[src/ffba_pkg.sv]
package ffba_pkg;

   // fixed field widths of the ports
   localparam int CFG_W   = 5;
   localparam int SLOT_W  = 4;
   localparam int FIELD_W = 16;

   localparam logic [CFG_W-1:0] BLOCK_COUNT_RESET = 5'd16;

   localparam logic OP_LOAD    = 1'b0;
   localparam logic OP_REQUEST = 1'b1;

   typedef enum logic [1:0] {
      ST_IDLE = 2'b01,
      ST_SCAN = 2'b10
   } ffba_state_type;

   // controller to datapath
   typedef struct packed {
      logic load_wr;     // write the loaded size into the table
      logic out_load;    // capture the load result in the output register
      logic scan_start;  // latch wanted size, read block 0
      logic scan_next;   // advance to the next block
      logic grant;       // write back the reduced size and capture the grant
      logic out_deny;    // capture a not-allocated result
   } ffba_cmd_type;

   // datapath to controller
   typedef struct packed {
      logic count_zero;  // no block takes part in the search
      logic fits;        // current block is large enough
      logic last;        // current block is the last one searched
   } ffba_status_type;

endpackage

[src/ffba_ram.sv]
module ffba_ram #(
   parameter int WIDTH = 16,
   parameter int DEPTH = 16
) (
   input  logic                                      clock,
   input  logic                                      wr_en,
   input  logic [((DEPTH > 1) ? $clog2(DEPTH) : 1)-1:0] wr_addr,
   input  logic [WIDTH-1:0]                          wr_data,
   input  logic [((DEPTH > 1) ? $clog2(DEPTH) : 1)-1:0] rd_addr,
   output logic [WIDTH-1:0]                          rd_data
);

   logic [WIDTH-1:0] mem [DEPTH];
   logic [WIDTH-1:0] rd_data_ff;

   always_ff @(posedge clock) begin
      if (wr_en) begin
         mem[wr_addr] <= wr_data;
      end
      rd_data_ff <= mem[rd_addr];
   end

   assign rd_data = rd_data_ff;

endmodule

[src/ffba_ctrl.sv]
module ffba_ctrl
   import ffba_pkg::*;
(
   input  logic            clock,
   input  logic            reset,
   input  logic            req_valid,
   input  logic            req_op,
   output logic            req_ready,
   output logic            rsp_valid,
   input  logic            rsp_ready,
   input  ffba_status_type status,
   output ffba_cmd_type    cmd
);

   ffba_state_type state_ff, state_in;
   logic           rsp_valid_ff, rsp_valid_in;
   logic           accept;

   assign req_ready = (state_ff == ST_IDLE) && (!rsp_valid_ff || rsp_ready);
   assign accept    = req_valid && req_ready;

   always_comb begin
      state_in = state_ff;
      cmd      = '0;
      case (state_ff)
         ST_IDLE: begin
            if (accept) begin
               if (req_op == OP_LOAD) begin
                  cmd.load_wr  = 1'b1;
                  cmd.out_load = 1'b1;
               end else if (status.count_zero) begin
                  cmd.out_deny = 1'b1;
               end else begin
                  cmd.scan_start = 1'b1;
                  state_in       = ST_SCAN;
               end
            end
         end
         ST_SCAN: begin
            if (status.fits) begin
               cmd.grant = 1'b1;
               state_in  = ST_IDLE;
            end else if (status.last) begin
               cmd.out_deny = 1'b1;
               state_in     = ST_IDLE;
            end else begin
               cmd.scan_next = 1'b1;
            end
         end
         default: begin
            state_in = ST_IDLE;
         end
      endcase
   end

   always_comb begin
      rsp_valid_in = rsp_valid_ff && !rsp_ready;
      if (cmd.out_load || cmd.grant || cmd.out_deny) begin
         rsp_valid_in = 1'b1;
      end
   end

   always_ff @(posedge clock) begin
      if (reset) begin
         state_ff     <= ST_IDLE;
         rsp_valid_ff <= 1'b0;
      end else begin
         state_ff     <= state_in;
         rsp_valid_ff <= rsp_valid_in;
      end
   end

   assign rsp_valid = rsp_valid_ff;

endmodule

[src/ffba_datapath.sv]
module ffba_datapath
   import ffba_pkg::*;
#(
   parameter int NUM_BLOCKS = 16,
   parameter int SIZE_WIDTH = 16
) (
   input  logic               clock,
   input  logic               reset,
   input  logic               csr_write_enable,
   input  logic [CFG_W-1:0]   csr_write_data,
   input  logic [SLOT_W-1:0]  req_slot,
   input  logic [FIELD_W-1:0] req_size_value,
   input  ffba_cmd_type       cmd,
   output ffba_status_type    status,
   output logic               rsp_granted,
   output logic [SLOT_W-1:0]  rsp_block_number,
   output logic [FIELD_W-1:0] rsp_remaining
);

   localparam int IDX_W = (NUM_BLOCKS > 1) ? $clog2(NUM_BLOCKS) : 1;
   localparam int CMP_W = (IDX_W + 1 > CFG_W) ? IDX_W + 1 : CFG_W;

   logic [CFG_W-1:0]      block_count_ff;
   logic [IDX_W-1:0]      idx_ff, idx_in;
   logic [SIZE_WIDTH-1:0] size_ff, size_in;
   logic                  valid_ff [NUM_BLOCKS];
   logic                  rd_valid_ff;

   logic [31:0]           slot_wide, size_wide, idx_wide, rem_wide, load_wide;
   logic                  slot_ok;
   logic [IDX_W-1:0]      slot_addr;
   logic [SIZE_WIDTH-1:0] size_masked;

   logic                  wr_en;
   logic [IDX_W-1:0]      wr_addr, rd_addr;
   logic [SIZE_WIDTH-1:0] wr_data, rd_data, entry, entry_left;

   logic                  granted_ff, granted_in;
   logic [SLOT_W-1:0]     block_ff, block_in;
   logic [FIELD_W-1:0]    rem_ff, rem_in;

   // input fields brought to table widths
   assign slot_wide   = 32'(req_slot);
   assign slot_ok     = slot_wide < 32'(NUM_BLOCKS);
   assign slot_addr   = slot_wide[IDX_W-1:0];
   assign size_wide   = 32'(req_size_value);
   assign size_masked = size_wide[SIZE_WIDTH-1:0];

   // scan index and latched wanted size
   always_comb begin
      idx_in  = idx_ff;
      size_in = size_ff;
      rd_addr = '0;
      if (cmd.scan_start) begin
         idx_in  = '0;
         size_in = size_masked;
      end else if (cmd.scan_next) begin
         idx_in  = idx_ff + IDX_W'(1);
         rd_addr = idx_ff + IDX_W'(1);
      end
   end

   // unwritten entries read as zero
   assign entry      = rd_valid_ff ? rd_data : '0;
   assign entry_left = entry - size_ff;

   assign status.count_zero = (block_count_ff == '0);
   assign status.fits       = (entry >= size_ff);
   assign status.last       = ((CMP_W'(idx_ff) + CMP_W'(1)) == CMP_W'(block_count_ff)) ||
                              (idx_ff == IDX_W'(NUM_BLOCKS - 1));

   // table write port: loads and grant write-back
   always_comb begin
      wr_en   = 1'b0;
      wr_addr = slot_addr;
      wr_data = size_masked;
      if (cmd.grant) begin
         wr_en   = 1'b1;
         wr_addr = idx_ff;
         wr_data = entry_left;
      end else if (cmd.load_wr && slot_ok) begin
         wr_en = 1'b1;
      end
   end

   ffba_ram #(
      .WIDTH (SIZE_WIDTH),
      .DEPTH (NUM_BLOCKS)
   ) u_table (
      .clock   (clock),
      .wr_en   (wr_en),
      .wr_addr (wr_addr),
      .wr_data (wr_data),
      .rd_addr (rd_addr),
      .rd_data (rd_data)
   );

   // result register
   assign idx_wide  = 32'(idx_ff);
   assign rem_wide  = 32'(entry_left);
   assign load_wide = 32'(size_masked);

   always_comb begin
      granted_in = granted_ff;
      block_in   = block_ff;
      rem_in     = rem_ff;
      if (cmd.out_load) begin
         granted_in = slot_ok;
         block_in   = slot_ok ? req_slot : '0;
         rem_in     = slot_ok ? load_wide[FIELD_W-1:0] : '0;
      end else if (cmd.grant) begin
         granted_in = 1'b1;
         block_in   = idx_wide[SLOT_W-1:0];
         rem_in     = rem_wide[FIELD_W-1:0];
      end else if (cmd.out_deny) begin
         granted_in = 1'b0;
         block_in   = '0;
         rem_in     = '0;
      end
   end

   always_ff @(posedge clock) begin
      idx_ff      <= idx_in;
      size_ff     <= size_in;
      granted_ff  <= granted_in;
      block_ff    <= block_in;
      rem_ff      <= rem_in;
      rd_valid_ff <= valid_ff[rd_addr];
   end

   always_ff @(posedge clock) begin
      if (reset) begin
         block_count_ff <= BLOCK_COUNT_RESET;
         for (int i = 0; i < NUM_BLOCKS; i++) begin
            valid_ff[i] <= 1'b0;
         end
      end else begin
         if (csr_write_enable) begin
            block_count_ff <= csr_write_data;
         end
         if (wr_en) begin
            valid_ff[wr_addr] <= 1'b1;
         end
      end
   end

   assign rsp_granted      = granted_ff;
   assign rsp_block_number = block_ff;
   assign rsp_remaining    = rem_ff;

endmodule

[src/first_fit_block_allocator_unit.sv]
// First-fit block allocator. A table holds the free size of each of NUM_BLOCKS
// memory blocks and reads as zero after reset. A load transaction (op 0) writes
// one block's free size and answers with the slot and size (a slot at or
// above NUM_BLOCKS is dropped and answered as not granted). A request
// transaction (op 1) walks blocks 0 up to csr block_count-1 (capped at
// NUM_BLOCKS), one table read per cycle, takes the first block whose free size
// is at least the wanted size, subtracts it and reports the block and what is
// left; with no fit, or a block count of zero, it answers not granted. A
// request reads at most min(block_count, NUM_BLOCKS) blocks through the
// single read port of the table; one transaction is worked on at a time.
// Results sit in an output register, and block_count may be written only
// while the unit is idle.
module first_fit_block_allocator_unit
   import ffba_pkg::*;
#(
   parameter int NUM_BLOCKS = 16,
   parameter int SIZE_WIDTH = 16
) (
   input  logic               clock,
   input  logic               reset,
   // configuration
   input  logic               csr_write_enable,
   input  logic [CFG_W-1:0]   csr_write_data,
   // request channel
   input  logic               req_valid,
   output logic               req_ready,
   input  logic               req_op,
   input  logic [SLOT_W-1:0]  req_slot,
   input  logic [FIELD_W-1:0] req_size_value,
   // response channel
   output logic               rsp_valid,
   input  logic               rsp_ready,
   output logic               rsp_granted,
   output logic [SLOT_W-1:0]  rsp_block_number,
   output logic [FIELD_W-1:0] rsp_remaining
);

   ffba_cmd_type    cmd;
   ffba_status_type status;

   // sequencing of loads and scans
   ffba_ctrl u_ctrl (
      .clock     (clock),
      .reset     (reset),
      .req_valid (req_valid),
      .req_op    (req_op),
      .req_ready (req_ready),
      .rsp_valid (rsp_valid),
      .rsp_ready (rsp_ready),
      .status    (status),
      .cmd       (cmd)
   );

   // table, compare/subtract and result register
   ffba_datapath #(
      .NUM_BLOCKS (NUM_BLOCKS),
      .SIZE_WIDTH (SIZE_WIDTH)
   ) u_datapath (
      .clock            (clock),
      .reset            (reset),
      .csr_write_enable (csr_write_enable),
      .csr_write_data   (csr_write_data),
      .req_slot         (req_slot),
      .req_size_value   (req_size_value),
      .cmd              (cmd),
      .status           (status),
      .rsp_granted      (rsp_granted),
      .rsp_block_number (rsp_block_number),
      .rsp_remaining    (rsp_remaining)
   );

   // a denied transaction carries zero block and size
   assert property (@(posedge clock) disable iff (reset)
      rsp_valid && !rsp_granted |-> rsp_block_number == '0 && rsp_remaining == '0)
      else $error("denied response with nonzero payload");

   // at most one result capture per cycle
   assert property (@(posedge clock) disable iff (reset)
      $onehot0({cmd.out_load, cmd.grant, cmd.out_deny}))
      else $error("conflicting result captures");

   // a grant is only issued for a fitting block
   assert property (@(posedge clock) disable iff (reset)
      cmd.grant |-> status.fits)
      else $error("grant without fit");

   // no new transaction is taken while a scan runs
   assert property (@(posedge clock) disable iff (reset)
      cmd.scan_start |=> !req_ready)
      else $error("request accepted during scan");

endmodule
[config.mk]
export PLATFORM = sky130hd
export DESIGN_NAME = first_fit_block_allocator_unit
export DESIGN_NICKNAME = d
export VERILOG_FILES = /design/src/ffba_pkg.sv /design/src/ffba_ram.sv /design/src/ffba_ctrl.sv /design/src/ffba_datapath.sv /design/src/first_fit_block_allocator_unit.sv
export SDC_FILE = /design/constraint.sdc
export NUM_CORES = 1
export LEC_CHECK = 0
export BUFFER_PORTS_ARGS = -buffer_cell sky130_fd_sc_hd__buf_2
export CAP_MARGIN = 10
export CORE_ASPECT_RATIO = 1.75
export CORE_MARGIN = 2
export CORE_UTILIZATION = 47
export DETAILED_ROUTE_END_ITERATION = 12
export HOLD_SLACK_MARGIN = 0.06
export PLACE_DENSITY = 0.66
export SYNTH_ARGS = -nofsm -noshare
export SYNTH_HDL_FRONTEND = slang
export SYNTH_SLANG_ARGS = --single-unit
export TNS_END_PERCENT = 50
[constraint.sdc]
create_clock -name clock -period 4.5 [get_ports clock]
set_input_delay 0.225 -clock clock [delete_from_list [all_inputs] [get_ports clock]]
set_output_delay 0.225 -clock clock [all_outputs]
set_load 0.005 [all_outputs]
==> tab_implementation.tex <==
\begin{tabular}{lr}
\hline
Metric & Value \\
\hline
\multicolumn{2}{l}{\textbf{Power and ir drop}} \\
Fraction of power consumed by the clock network & 39.3\% \\
Sequential fraction of design power & a little over half \\
PwrDens & between 300 and 400 mW/mm2 \\
Proportion of power drawn by combinational gates & under 10\% \\
Leak & just under 6 nW \\
Switching power total & 1.46 mW \\
Internal power contribution & 5.16 mW \\
Power consumption & 6.62 mW \\
Worst vdd rail ir drop & 387 uV \\
Switching fraction of total power & 22.1\% \\
\multicolumn{2}{l}{\textbf{Clock network}} \\
Gates resized, CTS repair & 0 \\
Clock Sinks & 338 \\
H-Tree Depth & 1 \\
Buffers from clock root to sink, at most & 3 \\
Number of buffers added by the clock tree synthesis step & 29 \\
Clock-pin transition on the worst setup and hold timing paths & 0.07 ns \\
Clock tree from TritonCTS & yes \\
Clock latency on the worst-skew pair & 0.57 ns \\
Root buffer cell & sky130\_fd\_sc\_hd\_\_clkbuf\_16 \\
\multicolumn{2}{l}{\textbf{Timing}} \\
Worst slew margin relative to its limit & around 25\% \\
Highest Clock Rate & $\sim$250 MHz \\
Final Cycle Share & 87.6\% \\
Setup-violating endpoint count in the final report & 0 \\
Transition at the pin with the smallest max-transition slack & 1.12 ns \\
Final hold violations & 0 \\
Unrepaired setup endpoints after global routing & no \\
Max-slew violation count & 0 \\
Post-route clock skew & 0.0304 ns \\
TNS Setup & 0 ns \\
Post-route minimum period & 3.94 ns \\
\multicolumn{2}{l}{\textbf{Synth}} \\
Cell type with the highest aggregate area in the netlist & sky130\_fd\_sc\_hd\_\_edfxtp\_1 \\
FF+latch count, synth & 338 \\
Total standard cell area after synthesis & 0.0145 mm2 \\
Portion of the post-synthesis area used by sequential elements & 66.8\% \\
Combinational family with the most area after synthesis & compound AO/OA/AOI/OAI gates \\
XOR/XNOR Fraction of Synth Area & 1.24\% \\
Post-synthesis adder-cell area fraction & 1.77\% \\
Most used standard cells in the synthesized netlist & sky130\_fd\_sc\_hd\_\_edfxtp\_1 (293), sky130\_fd\_sc\_hd\_\_nand2\_1 (95), sky130\_fd\_sc\_hd\_\_nor2\_1 (46) \\
Simple-gate portion of the synthesized area & 9.30\% \\
Net count after synthesis & 1,063 \\
Average cell area after synthesis & 14.4 um2 \\
Post-synthesis mux area share & 6.88\% \\
Yosys top cell area share & 60.6\% \\
Most used flip-flop cell after synthesis & sky130\_fd\_sc\_hd\_\_edfxtp\_1 \\
Most instantiated library cell after synthesis & sky130\_fd\_sc\_hd\_\_edfxtp\_1 \\
Number of enable-type register cells in the synthesized netlist & 293 \\
Cell types with the largest area share after synthesis & sky130\_fd\_sc\_hd\_\_edfxtp\_1 (61\%), sky130\_fd\_sc\_hd\_\_dfxtp\_1 (6.2\%), sky130\_fd\_sc\_hd\_\_mux4\_2 (3.1\%) \\
Netlist cell types & 79 \\
Number of standard cells after synthesis & 1,012 \\
Post-synthesis compound-gate area fraction & 11.5\% \\
Synth async-reset ratio & 0\% \\
Yosys warnings & 0 \\
\multicolumn{2}{l}{\textbf{Placement}} \\
Post-placement cell count & between 1,000 and 1,500 \\
Placed standard-cell area & around 0.015 mm2 \\
Number of I/O port buffers & 53 \\
DP Wirelength & $\sim$25 mm \\
Routability Congestion & 0.968 \\
\multicolumn{2}{l}{\textbf{Min path}} \\
Hold Path Origin & reset \\
Worst hold path class & in -> reg \\
\multicolumn{2}{l}{\textbf{Routing}} \\
Mean routed wirelength per cell & 24.2 um \\
First-pass iteration count of the detailed router & 4 \\
Detailed-route via count & 9,027 \\
Vias per Instance & 5.92 \\
Post-route antenna net violation count & 0 \\
DRC Markers & 0 \\
DRC violation total after the first TritonRoute iteration & roughly 780 \\
Routed WL & 36.9 mm \\
\multicolumn{2}{l}{\textbf{Layout}} \\
Post-route non-filler standard cell count & 1,525 \\
Final Cell Area & around 0.017 mm2 \\
Signed area change from the synthesized netlist to the final layout & 14.6\% \\
Layout filler cell count & 2,428 \\
Fraction of layout instances using a drive strength above 1 & 20.7\% \\
Final core utilization & between 50 and 60\% \\
Total number of nets in the final design & 1,163 \\
Area taken by flip-flops and latches & 0.00970 mm2 \\
Antenna diode count & 0 \\
Area of the multi-input gates & between 0.004 and 0.005 mm2 \\
\multicolumn{2}{l}{\textbf{Worst setup path}} \\
Setup crit start & u\_datapath.rd\_valid\_ff \\
Highest cell delay on the worst timing path & around 0.64 ns \\
Highest net fanout along the worst path & 23 \\
Critical path cell sequence & and2\_1, ha\_1, and2b\_1, o31ai\_2, a21oi\_1, buf\_4, o31a\_2, o21ai\_4, buf\_4, nand2\_1, nand2\_1 \\
Kind of critical path & reg -> reg \\
WP buf/inv & 2 \\
Family with the most delay on the worst path & compound AO/OA/AOI/OAI gates \\
Type of element capturing the critical path & flop \\
Start of the worst register-to-register path & u\_datapath.rd\_valid\_ff \\
Element type at the critical path start & flop \\
Slowest stage cell, crit path & sky130\_fd\_sc\_hd\_\_o21ai\_4 \\
Worst path required time & 4.76 ns \\
Data arrival time at the worst-slack endpoint & 4.21 ns \\
\multicolumn{2}{l}{\textbf{Global routing}} \\
Remaining Overflow, GRT & 0 \\
Total GRT Usage & 23.1\% \\
Initial antenna violation count & 0 \\
Largest net degree at the start of global routing & 58 \\
Number of global-route vias before repair & 9,191 \\
Wire length of the first global-routing pass & 55.3 mm \\
\multicolumn{2}{l}{\textbf{Floorplan}} \\
Core Area & approximately 0.031 mm2 \\
Number of placement rows & 85 \\
Die Y & roughly 240 um \\
Die outline area & 0.0324 mm2 \\
Number of top-level pins & 54 \\
Die width & 137 um \\
Effective utilization at floorplan & around 47\% \\
\multicolumn{2}{l}{\textbf{Status}} \\
Run status & finished clean \\
\multicolumn{2}{l}{\textbf{Run}} \\
Number of violations of the max-capacitance limit & 0 \\
\hline
\end{tabular}
## stage by stage
step	hold slack [ns]	setup slack [ns]
after detailed placement	0.437	0.572
after global routing	0.0856	0.314
after floorplan	0.324	-0.273
after global placement	0.432	0.641
final	0.0771	0.556
after CTS	0.0606	0.527
## path summary, 6_finish.rpt
kind         cells after the start                           end  slack [ns]
max reg2reg                     11  u_datapath.u_table.mem[1][4]        0.56
min                              2       u_datapath.valid_ff[12]        0.08
max                             11  u_datapath.u_table.mem[1][4]        0.56
min reg2reg                      1       u_datapath.valid_ff[14]        0.48
## flip-flops by register name, summed over array words and instances, names as in the netlist, 2 cells and up
register / flops
u_datapath.u_table.mem: 256
u_datapath.rsp_remaining: 16
u_datapath.size_ff: 16
u_datapath.u_table.rd_data: 16
u_datapath.valid_ff: 16
u_datapath.block_count_ff: 5
u_datapath.idx_ff: 4
u_datapath.rsp_block_number: 4
u_ctrl.state_ff: 2
## power groups by stage
| stage | Sequential (mW) | Combinational [mW] | Clock, mW |
|---|---|---|---|
| finish | 3.48 | 0.538 | 2.60 |
| global placement | 3.55 | 0.509 | 0 |
| detailed placement | 3.55 | 0.513 | 0 |
| floorplan | 3.55 | 0.338 | 0 |
| CTS | 3.48 | 0.539 | 2.64 |
| global route | 3.49 | 0.582 | 2.75 |
## cells by family (layout without fill, tap and decap cells)
kind of cell | after synthesis | count (layout)
DFF | 338 | 338
and+or+nand+nor | 265 | 265
AOI/OAI and AO/OA | 220 | 220
buffers and inverters | 77 | 199
muxes | 73 | 73
adders and majority gates | 20 | 20
xor gates and xnor gates | 19 | 19
## worst register-to-register path: stages (launching register included)
cell	delay, ns
sky130_fd_sc_hd__dfxtp_1	0.59
sky130_fd_sc_hd__and2_1	0.20
sky130_fd_sc_hd__ha_1	0.28
sky130_fd_sc_hd__and2b_1	0.21
sky130_fd_sc_hd__o31ai_2	0.21
sky130_fd_sc_hd__a21oi_1	0.10
sky130_fd_sc_hd__buf_4	0.17
sky130_fd_sc_hd__o31a_2	0.37
sky130_fd_sc_hd__o21ai_4	0.64
sky130_fd_sc_hd__buf_4	0.34
sky130_fd_sc_hd__nand2_1	0.07
sky130_fd_sc_hd__nand2_1	0.46
## cells in the final DEF (no fill, tap or decap), types with 22 or more instances in the layout
master	n
sky130_fd_sc_hd__o21ai_0	22
sky130_fd_sc_hd__edfxtp_1	293
sky130_fd_sc_hd__inv_1	25
sky130_fd_sc_hd__buf_4	34
sky130_fd_sc_hd__nand2_1	95
sky130_fd_sc_hd__clkbuf_16	29
sky130_fd_sc_hd__nor2_1	46
sky130_fd_sc_hd__a21oi_1	38
sky130_fd_sc_hd__buf_2	53
sky130_fd_sc_hd__dfxtp_1	44
sky130_fd_sc_hd__mux2i_1	36
sky130_fd_sc_hd__dlygate4sd3_1	33
## per-layer routing
| metal | vias to the layer above | routed length, um | global-route usage, % |
|---|---|---|---|
| met3 | 100 | 1780 | 2.87 |
| met2 | 328 | 19700 | 41.6 |
| met1 | 4491 | 13600 | 26.7 |
| met4 | 0 | 1870 | 11.4 |
| met5 | - | 0 | 0 |
| li1 | 4108 | - | - |
## what timing repair did
item	4_1_cts	5_1_grt
hold endpoints to repair	40	0
setup buffers	0	0
setup endpoints to repair	0	0
hold buffers	33	0
## cell type report
type	count	area share, %
Tap cell	391	2.94
Timing Repair Buffer	120	5.11
Sequential cell	338	58.3
Clock inverter	20	1.41
Multi-Input combinational cell	597	27.1
Clock buffer	33	4.51
Inverter	26	0.616
Note: power is estimated with default switching activity, not from simulation.
